**config.mk**
```make
export PLATFORM = sky130hd
export DESIGN_NAME = assembly_line_tokenizer
export DESIGN_NICKNAME = d
export VERILOG_FILES = /design/src/rtl/alt_pkg.sv /design/src/rtl/alt_scan.sv /design/src/rtl/alt_outq.sv /design/src/rtl/assembly_line_tokenizer.sv
export SDC_FILE = /design/constraint.sdc
export NUM_CORES = 1
export LEC_CHECK = 0
export BUFFER_PORTS_ARGS = -buffer_cell sky130_fd_sc_hd__clkbuf_2
export CORE_MARGIN = 4
export CORE_UTILIZATION = 30
export CTS_BUF_LIST = sky130_fd_sc_hd__clkbuf_4
export DETAILED_ROUTE_END_ITERATION = 8
export GPL_TIMING_DRIVEN = 1
export HOLD_SLACK_MARGIN = 0.1
export SLEW_MARGIN = 20
export SYNTH_ARGS = -nofsm -noshare
export SYNTH_HDL_FRONTEND = slang
export SYNTH_SLANG_ARGS = --single-unit
```
**constraint.sdc**
```tcl
create_clock -name i_clk -period 5.8 [get_ports i_clk]
set_input_delay 0.29 -clock i_clk [delete_from_list [all_inputs] [get_ports i_clk]]
set_output_delay 0.29 -clock i_clk [all_outputs]
set_load 0.01 [all_outputs]
```
**src/rtl/alt_pkg.sv**
```systemverilog
// ----------------------------------------------------------------------------
// alt_pkg: shared types and constants for the assembly line tokenizer
// Result record layout, result kinds and the character codes the scanner
// reacts to.
// ----------------------------------------------------------------------------
package alt_pkg;

    localparam logic [1:0] KIND_TOKEN    = 2'd0;
    localparam logic [1:0] KIND_LINE_END = 2'd1;
    localparam logic [1:0] KIND_ERROR    = 2'd2;

    localparam logic [7:0] CH_END    = 8'h00;
    localparam logic [7:0] CH_SPACE  = 8'h20;
    localparam logic [7:0] CH_TAB    = 8'h09;
    localparam logic [7:0] CH_COMMA  = 8'h2C;
    localparam logic [7:0] CH_SEMI   = 8'h3B;
    localparam logic [7:0] CH_QUOTE  = 8'h22;
    localparam logic [7:0] CH_BSLASH = 8'h5C;

    typedef struct packed {
        logic [1:0]  kind;
        logic [7:0]  first;
        logic [7:0]  last;
        logic [15:0] line;
        logic        had_tokens;
        logic        clipped;
        logic        last_of_run;
    } t_result;

    // Everything the scanner hands to the result queue in one cycle.
    typedef struct packed {
        logic [1:0] count;
        t_result    res0;
        t_result    res1;
        logic       halted;
    } t_scan_out;

endpackage

```
**src/rtl/alt_scan.sv**
```systemverilog
// ----------------------------------------------------------------------------
// alt_scan: per-character scanner
// Holds the scan mode and line state and forms up to two results for the
// character on i_char while i_go is high.
// ----------------------------------------------------------------------------
module alt_scan #(
    parameter int MAX_LINE_LEN = 256
) (
    input  logic                i_clk,
    input  logic                i_rst_n,
    input  logic                i_go,
    input  logic [7:0]          i_char,
    output alt_pkg::t_scan_out  o_scan
);
    import alt_pkg::*;

    localparam int POS_LIMIT = (MAX_LINE_LEN - 1 < 255) ? MAX_LINE_LEN - 1 : 255;
    localparam logic [7:0] POS_LIM = 8'(POS_LIMIT);

    localparam logic [1:0] OVF_NONE = 2'd0;
    localparam logic [1:0] OVF_NEAR = 2'd1;
    localparam logic [1:0] OVF_FAR  = 2'd2;

    typedef enum logic [1:0] {M_SEARCH, M_GRAB, M_QUOTE, M_IGNORE} t_mode;

    t_mode       r_mode,  n_mode;
    logic        r_halted, n_halted;
    logic [7:0]  r_pos,   n_pos;
    logic [7:0]  r_begin, n_begin;
    logic        r_bclip, n_bclip;
    logic [1:0]  r_ovf,   n_ovf;
    logic        r_bs,    n_bs;
    logic        r_tok,   n_tok;
    logic [15:0] r_line,  n_line;

    logic [7:0] prev_pos;
    logic       cur_clip, prev_clip, blank, line_end, err;
    logic [1:0] k;
    t_result    res0, res1;

    function automatic t_result mk(input logic [1:0] kind, input logic [7:0] first,
                                   input logic [7:0] last, input logic [15:0] line,
                                   input logic tok, input logic clip);
        t_result r;
        r.kind        = kind;
        r.first       = first;
        r.last        = last;
        r.line        = line;
        r.had_tokens  = tok;
        r.clipped     = clip;
        r.last_of_run = 1'b0;
        return r;
    endfunction

    assign cur_clip  = (r_ovf != OVF_NONE);
    assign prev_clip = (r_ovf == OVF_FAR);
    assign prev_pos  = cur_clip ? POS_LIM : ((r_pos != 8'd0) ? r_pos - 8'd1 : 8'd0);
    assign blank     = (i_char == CH_SPACE) || (i_char == CH_TAB);

    always_comb begin
        n_mode   = r_mode;
        n_halted = r_halted;
        n_pos    = r_pos;
        n_begin  = r_begin;
        n_bclip  = r_bclip;
        n_ovf    = r_ovf;
        n_bs     = r_bs;
        n_tok    = r_tok;
        n_line   = r_line;
        res0     = '0;
        res1     = '0;
        k        = 2'd0;
        line_end = 1'b0;
        err      = 1'b0;
        if (i_go && !r_halted) begin
            unique case (r_mode)
                M_SEARCH: begin
                    if (i_char == CH_END) begin
                        line_end = 1'b1;
                    end else if (blank) begin
                        n_mode = M_SEARCH;
                    end else if (i_char == CH_SEMI) begin
                        n_mode = M_IGNORE;
                    end else begin
                        n_begin = r_pos;
                        n_bclip = cur_clip;
                        n_mode  = (i_char == CH_QUOTE) ? M_QUOTE : M_GRAB;
                    end
                end
                M_GRAB: begin
                    if (i_char == CH_END || blank) begin
                        n_tok    = 1'b1;
                        res0     = mk(KIND_TOKEN, r_begin, prev_pos, r_line, 1'b1,
                                      r_bclip | prev_clip);
                        k        = 2'd1;
                        n_mode   = M_SEARCH;
                        line_end = (i_char == CH_END);
                    end else if (i_char == CH_COMMA) begin
                        // close the word, then the comma is a token of its own
                        n_tok   = 1'b1;
                        res0    = mk(KIND_TOKEN, r_begin, prev_pos, r_line, 1'b1,
                                     r_bclip | prev_clip);
                        res1    = mk(KIND_TOKEN, r_pos, r_pos, r_line, 1'b1, cur_clip);
                        n_begin = r_pos;
                        n_bclip = cur_clip;
                        k       = 2'd2;
                        n_mode  = M_SEARCH;
                    end else if (i_char == CH_SEMI) begin
                        n_tok  = 1'b1;
                        res0   = mk(KIND_TOKEN, r_begin, prev_pos, r_line, 1'b1,
                                    r_bclip | prev_clip);
                        k      = 2'd1;
                        n_mode = M_IGNORE;
                    end
                end
                M_QUOTE: begin
                    if (i_char == CH_END) begin
                        res0     = mk(KIND_ERROR, r_begin, r_pos, r_line, r_tok,
                                      r_bclip | cur_clip);
                        k        = 2'd1;
                        n_halted = 1'b1;
                        err      = 1'b1;
                    end else if (blank) begin
                        n_tok  = 1'b1;
                        res0   = mk(KIND_TOKEN, r_begin, prev_pos, r_line, 1'b1,
                                    r_bclip | prev_clip);
                        k      = 2'd1;
                        n_mode = M_SEARCH;
                    end else if (i_char == CH_QUOTE && !r_bs) begin
                        n_tok  = 1'b1;
                        res0   = mk(KIND_TOKEN, r_begin, r_pos, r_line, 1'b1,
                                    r_bclip | cur_clip);
                        k      = 2'd1;
                        n_mode = M_SEARCH;
                    end
                end
                M_IGNORE: begin
                    if (i_char == CH_END) begin
                        line_end = 1'b1;
                    end
                end
                default: begin
                    n_mode = M_SEARCH;
                end
            endcase

            if (!err) begin
                if (line_end) begin
                    if (k == 2'd0) begin
                        res0 = mk(KIND_LINE_END, 8'd0, 8'd0, r_line, n_tok, cur_clip);
                    end else begin
                        res1 = mk(KIND_LINE_END, 8'd0, 8'd0, r_line, n_tok, cur_clip);
                    end
                    k       = k + 2'd1;
                    n_mode  = M_SEARCH;
                    n_pos   = 8'd0;
                    n_begin = 8'd0;
                    n_bclip = 1'b0;
                    n_ovf   = OVF_NONE;
                    n_bs    = 1'b0;
                    n_tok   = 1'b0;
                    n_line  = r_line + 16'd1;
                end else begin
                    n_bs = (i_char == CH_BSLASH);
                    if (r_ovf != OVF_NONE) begin
                        n_ovf = OVF_FAR;
                    end else if (r_pos < POS_LIM) begin
                        n_pos = r_pos + 8'd1;
                    end else begin
                        n_ovf = OVF_NEAR;
                    end
                end
            end

            if (k == 2'd2) begin
                res1.last_of_run = 1'b1;
            end else if (k == 2'd1) begin
                res0.last_of_run = 1'b1;
            end
        end
    end

    always_ff @(posedge i_clk) begin
        if (!i_rst_n) begin
            r_mode   <= M_SEARCH;
            r_halted <= 1'b0;
            r_pos    <= 8'd0;
            r_begin  <= 8'd0;
            r_bclip  <= 1'b0;
            r_ovf    <= OVF_NONE;
            r_bs     <= 1'b0;
            r_tok    <= 1'b0;
            r_line   <= 16'd1;
        end else begin
            r_mode   <= n_mode;
            r_halted <= n_halted;
            r_pos    <= n_pos;
            r_begin  <= n_begin;
            r_bclip  <= n_bclip;
            r_ovf    <= n_ovf;
            r_bs     <= n_bs;
            r_tok    <= n_tok;
            r_line   <= n_line;
        end
    end

    assign o_scan.count  = k;
    assign o_scan.res0   = res0;
    assign o_scan.res1   = res1;
    assign o_scan.halted = r_halted;

endmodule

```
**src/rtl/alt_outq.sv**
```systemverilog
// ----------------------------------------------------------------------------
// alt_outq: result queue
// Four-entry queue that takes up to two results per cycle and gives one while i_stall is low.
// ----------------------------------------------------------------------------
module alt_outq (
    input  logic              i_clk,
    input  logic              i_rst_n,
    input  logic [1:0]        i_push_count,
    input  alt_pkg::t_result  i_res0,
    input  alt_pkg::t_result  i_res1,
    input  logic              i_stall,
    output logic              o_valid,
    output alt_pkg::t_result  o_data,
    output logic              o_room_two
);
    import alt_pkg::*;

    t_result    r_mem [4];
    logic [1:0] r_wptr, r_rptr;
    logic [2:0] r_count;
    logic       pop;

    assign o_valid    = (r_count != 3'd0);
    assign o_data     = r_mem[r_rptr];
    assign o_room_two = (r_count <= 3'd2);
    assign pop        = o_valid && !i_stall;

    always_ff @(posedge i_clk) begin
        if (i_push_count != 2'd0) begin
            r_mem[r_wptr] <= i_res0;
        end
        if (i_push_count == 2'd2) begin
            r_mem[r_wptr + 2'd1] <= i_res1;
        end
    end

    always_ff @(posedge i_clk) begin
        if (!i_rst_n) begin
            r_wptr  <= 2'd0;
            r_rptr  <= 2'd0;
            r_count <= 3'd0;
        end else begin
            r_wptr  <= r_wptr + i_push_count;
            r_rptr  <= r_rptr + {1'b0, pop};
            r_count <= r_count + {1'b0, i_push_count} - {2'b00, pop};
        end
    end

endmodule

```
**src/rtl/assembly_line_tokenizer.sv**
```systemverilog
// ----------------------------------------------------------------------------
// assembly_line_tokenizer: character-stream tokenizer for assembly source
// Splits lines into tokens and reports token positions, line ends and
// unterminated-string errors.
// ----------------------------------------------------------------------------
// Usage:
//   Input channel: one source byte per request on i_char_code, i_in_valid
//   with o_in_stall. Code 0 ends the line.
//   Output channel: one result per request, o_out_valid with i_out_stall.
//   A character gives zero, one or two results; last_of_run marks the final
//   one of each character.
//   Path: a taken character waits in the input register while the scanner
//   forms its results, which are written into the result queue, whose head
//   drives the output.
//   Throughput: one character per cycle while the four-entry result queue
//   has room for two, as the scanner runs only then; a comma that closes a
//   word gives two results to the output, and a stalled receiver backs up into
//   o_in_stall once the queue holds three results and a character waits in
//   the input register.
//   Reset (synchronous, active low) empties the queue, returns to search
//   mode at line 1 and clears the halt that an open quote at line end sets.
//   While halted, characters are taken and dropped.
// ----------------------------------------------------------------------------
module assembly_line_tokenizer #(
    parameter int MAX_LINE_LEN = 256
) (
    input  logic        i_clk,
    input  logic        i_rst_n,
    input  logic        i_in_valid,
    output logic        o_in_stall,
    input  logic [7:0]  i_char_code,
    output logic        o_out_valid,
    input  logic        i_out_stall,
    output logic [1:0]  o_result_kind,
    output logic [7:0]  o_token_first,
    output logic [7:0]  o_token_last,
    output logic [15:0] o_line_count,
    output logic        o_line_had_tokens,
    output logic        o_position_clipped,
    output logic        o_last_of_run
);
    import alt_pkg::*;

    logic       r_in_valid;
    logic [7:0] r_in_char;
    logic       room_two, process, load;
    t_scan_out  scan;
    t_result    head;

    // Advance the input register whenever the scanner consumes it.
    assign process    = r_in_valid && room_two;
    assign o_in_stall = r_in_valid && !room_two;
    assign load       = i_in_valid && !o_in_stall;

    always_ff @(posedge i_clk) begin
        if (!i_rst_n) begin
            r_in_valid <= 1'b0;
        end else if (load) begin
            r_in_valid <= 1'b1;
        end else if (process) begin
            r_in_valid <= 1'b0;
        end
    end

    // Hold the character while the queue lacks room for two results.
    always_ff @(posedge i_clk) begin
        if (load) begin
            r_in_char <= i_char_code;
        end
    end

    alt_scan #(
        .MAX_LINE_LEN (MAX_LINE_LEN)
    ) u_scan (
        .i_clk   (i_clk),
        .i_rst_n (i_rst_n),
        .i_go    (process),
        .i_char  (r_in_char),
        .o_scan  (scan)
    );

    alt_outq u_outq (
        .i_clk        (i_clk),
        .i_rst_n      (i_rst_n),
        .i_push_count (scan.count),
        .i_res0       (scan.res0),
        .i_res1       (scan.res1),
        .i_stall      (i_out_stall),
        .o_valid      (o_out_valid),
        .o_data       (head),
        .o_room_two   (room_two)
    );

    assign o_result_kind      = head.kind;
    assign o_token_first      = head.first;
    assign o_token_last       = head.last;
    assign o_line_count       = head.line;
    assign o_line_had_tokens  = head.had_tokens;
    assign o_position_clipped = head.clipped;
    assign o_last_of_run      = head.last_of_run;

`ifndef ASSERT_OFF
    // A held character must not change while the scanner waits on the queue.
    a_hold_char: assert property (@(posedge i_clk) disable iff (!i_rst_n)
        o_in_stall |=> r_in_valid && (r_in_char == $past(r_in_char)))
        else $error("input register lost a stalled character");

    // Drop everything once halted.
    a_halt_silent: assert property (@(posedge i_clk) disable iff (!i_rst_n)
        scan.halted |-> (scan.count == 2'd0))
        else $error("halted scanner produced a result");

    // With two results, only the second closes the run.
    a_run_mark: assert property (@(posedge i_clk) disable iff (!i_rst_n)
        (scan.count == 2'd2) |-> (scan.res1.last_of_run && !scan.res0.last_of_run))
        else $error("last_of_run misplaced on a result pair");
`endif

endmodule
```
==> results.json <==
{
  "critical_path_buf_inv_count": 1,
  "critical_path_required_ns": 6.10,
  "initial_utilization_pct": 30.6,
  "finalWeightedCongestion": 0.883,
  "fmax_mhz": 239,
  "worst_reg2reg_path_length_in_cells": 11,
  "power_report.internal_total_uw": 2430,
  "ys_seq_elements": 204,
  "area_growth_from_synthesis_to_layout_pct": 13.4,
  "finalSetupViolCount": 0,
  "die_width_microns": 194,
  "yosys_warnings": 0,
  "drcViolationCount": 0,
  "r2r_start": "r_in_char[4]",
  "synth.area.top_cells": "sky130_fd_sc_hd__edfxtp_1 44%, sky130_fd_sc_hd__dfxtp_1 10%, sky130_fd_sc_hd__mux4_2 8.1%",
  "fin_tns_setup_ns": 0,
  "num-fill-cells": 3326,
  "post_cts_resize_count": 0,
  "worst_setup_hold_path_clk_slew_ns": 0.06,
  "p_seq_share_pct": 49.1,
  "insertion_delay_ns": 0.69,
  "synth_cells": 832,
  "number_of_vias_per_cell": 5.18,
  "wl_per_cell_microns": 18.5,
  "regToRegEndpoint": "u_outq.r_mem[2][6]",
  "avgSynthCellArea_sq_um": 12.4,
  "yosysTopAreaCell": "sky130_fd_sc_hd__edfxtp_1",
  "io_buffer_count": 50,
  "gr-total-overflow": 0,
  "worst_clock_skew_ns": 0.0492,
  "first_global_vias": 7158,
  "maxCapViolations": 0,
  "power_per_cell_area_nw_per_um2": 286,
  "run_status": "finished clean",
  "vias": 7226,
  "fin_util_pct": 34.7,
  "floorplan.die_area_sq_um": 37500,
  "critPathTopFamily": "simple AND/OR/NAND/NOR gates",
  "post_route_cells_drive_above_1_share_pct": 26.9,
  "die-height_microns": 194,
  "timing.slew.headroom_pct": 29.1,
  "synth_sequential_area_ratio_pct": 54.2,
  "num-nets-final": 929,
  "hpwl_detailed_microns": 17000,
  "timing.hold.worst_path_depth": 4,
  "grt_start_max_net_pins": 39,
  "worst_hold_path_type": "in2reg",
  "swShare_pct": 27.7,
  "postRouteWirelength_microns": 25800,
  "postSynth.asyncResetShare_pct": 0,
  "min_period_over_period_pct": 72.2,
  "rsz0062_at_grt": "no",
  "grt_antenna_before_repair": 1,
  "static-leakage-power_uw": 0.00375,
  "clock_power_share_pct": 37.0,
  "clock_tree.root_cell": "sky130_fd_sc_hd__clkbuf_4",
  "core_region_area_sq_um": 33800,
  "ant_nets": 0,
  "ctsHtreeMaxLevel": 2,
  "timing.final.max_slew_violations": 0,
  "clock_path_buffers": 3,
  "worstSetupStartpointType": "register",
  "worstSetupStartpoint": "r_in_char[4]",
  "drt-pass1-iter-count": 6,
  "grt_pass1_wl_microns": 40600,
  "finalWorstPathRequiredPeriod_ns": 4.19,
  "cpMostUsedCell": "sky130_fd_sc_hd__nand2_1",
  "timing.reg2reg.setup_slack_ns": 1.61,
  "holdPathEnd": "u_outq.r_rptr[0]",
  "cpPeakStageDelay_ns": 0.58,
  "synth.distinct_cells": 74,
  "post_synth_instance_area_sq_um": 10300,
  "cts_inserted_buffers": 54,
  "synth.net_count": 859,
  "synth_ff_type": "sky130_fd_sc_hd__edfxtp_1",
  "synth.top_cell.area_share_pct": 44.1,
  "crit_slowest_cell": "sky130_fd_sc_hd__nand2_1",
  "io_pins": 51,
  "max_slew.worst_pin.slew_ns": 1.06,
  "worst-path-max-fanout": 26,
  "cts_tree": "done",
  "synth-edff-count": 152,
  "peakVddDrop_uv": 123,
  "p_switching_uw": 930,
  "globalRouteTotalUtil_pct": 13.5,
  "timing.setup.critical_path_class": "reg2reg",
  "critPathArrivalTime_ns": 4.48,
  "p_comb_share_pct": 13.9,
  "path_cells": "nor4_4, nand2_1, o21bai_1, nand2_1, nand2_1, ha_1, a31oi_4, nor2_2, nand2_1, nand2_1, buf_4",
  "hold_start": "i_out_stall",
  "drtIter0Drc": 632,
  "timing_hold_violations_final": 0,
  "worst_setup_path_end_kind": "register",
  "placement_rows": 67,
  "clkSinkCount": 204
}
-- worst reg2reg max path, delay by kind of cell, from the launching register on --
kind / cells / cell delay [ns]
buf+inv: 1 / 0.48
compound gates: 2 / 0.39
simple gates: 7 / 2.08
flops: 1 / 0.48
fa+ha+maj: 1 / 0.38
-- cell families (layout without fill, tap and decap cells) --
group	Yosys count	count (layout)	share of synthesized area, %
AO/OA/AOI/OAI	197	197	14.6
XOR/XNOR	21	21	1.78
adder cells (fa/ha/maj)	15	15	1.89
buffers and inverters	63	178	2.99
flip-flops	204	204	54.2
multiplexers	40	40	8.38
other	0	1	0
AND/OR/NAND/NOR	292	292	16.2
-- per-stage QoR --
stage / hold WS (ns) / std cells / area [sq um] / worst slack [ns] / power [uW]
2_1_floorplan: 0.389 / 832 / 10300 / 2.09 / 2000
3_3_place_gp: 0.451 / 1285 / 10900 / 1.89 / 2160
3_5_place_dp: 0.462 / 1285 / 10900 / 1.73 / 2160
4_1_cts: 0.115 / 1395 / 11700 / 1.72 / 3420
5_1_grt: 0.125 / 1396 / 11700 / 1.40 / 3540
6_report: 0.164 / 1396 / 11700 / 1.61 / 3360
-- final cells by class --
cell class	count	area, sq um	share of cell area, %
Sequential cell	204	5610	47.8
Tap cell	448	561	4.78
Timing Repair Buffer	66	393	3.35
Inverter	11	41.3	0.352
Clock buffer	77	578	4.93
Multi-Input combinational cell	565	4440	37.8
Clock inverter	24	109	0.928
Antenna cell	1	2.50	0.0213
-- cells in the mapped netlist, drive strengths merged, types with 9 or more instances --
library cell  instances
a21boi               14
a21o                  9
a21oi                24
a22o                 15
and2                 21
buf                  24
clkbuf               28
dfxtp                52
edfxtp              152
ha                   14
inv                  11
mux4                 37
nand2                77
nand3                25
nor2                 38
nor2b                72
nor3                 13
o21ai                38
o22ai                40
o2bb2ai              15
or3                  12
xnor2                18
-- timing repair --
| item | 4_1_cts | 5_1_grt |
|---|---|---|
| setup buffers | 0 | 0 |
| hold buffers | 9 | 0 |
| endpoints found under the setup margin | 0 | 0 |
| hold endpoints to repair | 17 | 0 |
-- sequential cells by signal, summed over array words and instances (netlist names), 2 cells and up --
name,count
u_outq.r_count,3
u_scan.r_ovf,2
u_scan.r_pos,8
u_scan.r_mode,2
u_scan.r_line,16
u_scan.r_begin,8
r_in_char,8
u_outq.r_mem,148
u_outq.r_wptr,2
u_outq.r_rptr,2
-- cell usage in the layout (no fill, tap or decap), types with 21 or more instances in the layout --
master                     instances
sky130_fd_sc_hd__edfxtp_1        152
sky130_fd_sc_hd__clkbuf_4         77
sky130_fd_sc_hd__nand2_1          76
sky130_fd_sc_hd__clkbuf_2         50
sky130_fd_sc_hd__dfxtp_1          50
sky130_fd_sc_hd__nor2b_2          40
sky130_fd_sc_hd__mux4_2           37
sky130_fd_sc_hd__nor2_1           35
sky130_fd_sc_hd__o22ai_1          34
sky130_fd_sc_hd__nor2b_1          32
sky130_fd_sc_hd__o21ai_0          26
sky130_fd_sc_hd__nand3_1          24
sky130_fd_sc_hd__a21oi_1          23
sky130_fd_sc_hd__and2_1           21
-- worst max-delay path by stage --
| stage | endpoint | depth (start not counted) | slack [ns] |
|---|---|---|---|
| CTS | u_outq.r_mem[2][6] | 11 | 1.72 |
| detailed placement | u_outq.r_mem[2][12] | 11 | 1.73 |
| global placement | u_outq.r_mem[2][18] | 11 | 1.89 |
| finish | u_outq.r_mem[2][6] | 11 | 1.61 |
| global route | u_outq.r_mem[2][6] | 11 | 1.40 |
| floorplan | u_outq.r_mem[1][0] | 11 | 2.09 |
-- power groups by stage --
stage | registers [uW] | logic [uW] | clock network, uW
2_1_floorplan | 1620 | 386 | 0
3_3_place_gp | 1680 | 472 | 0
3_5_place_dp | 1690 | 475 | 0
4_1_cts | 1650 | 481 | 1280
5_1_grt | 1660 | 514 | 1370
6_report | 1650 | 466 | 1240
-- per-layer routing --
metal	vias to the layer above	track usage (%)	part of all wire (%)
met1	3517	17.8	43
li1	3354	-	-
met5	-	0	0
met4	0	5.11	2.8
met2	295	21.6	47
met3	60	3.08	7.3
(Power assumes the default switching activity.)
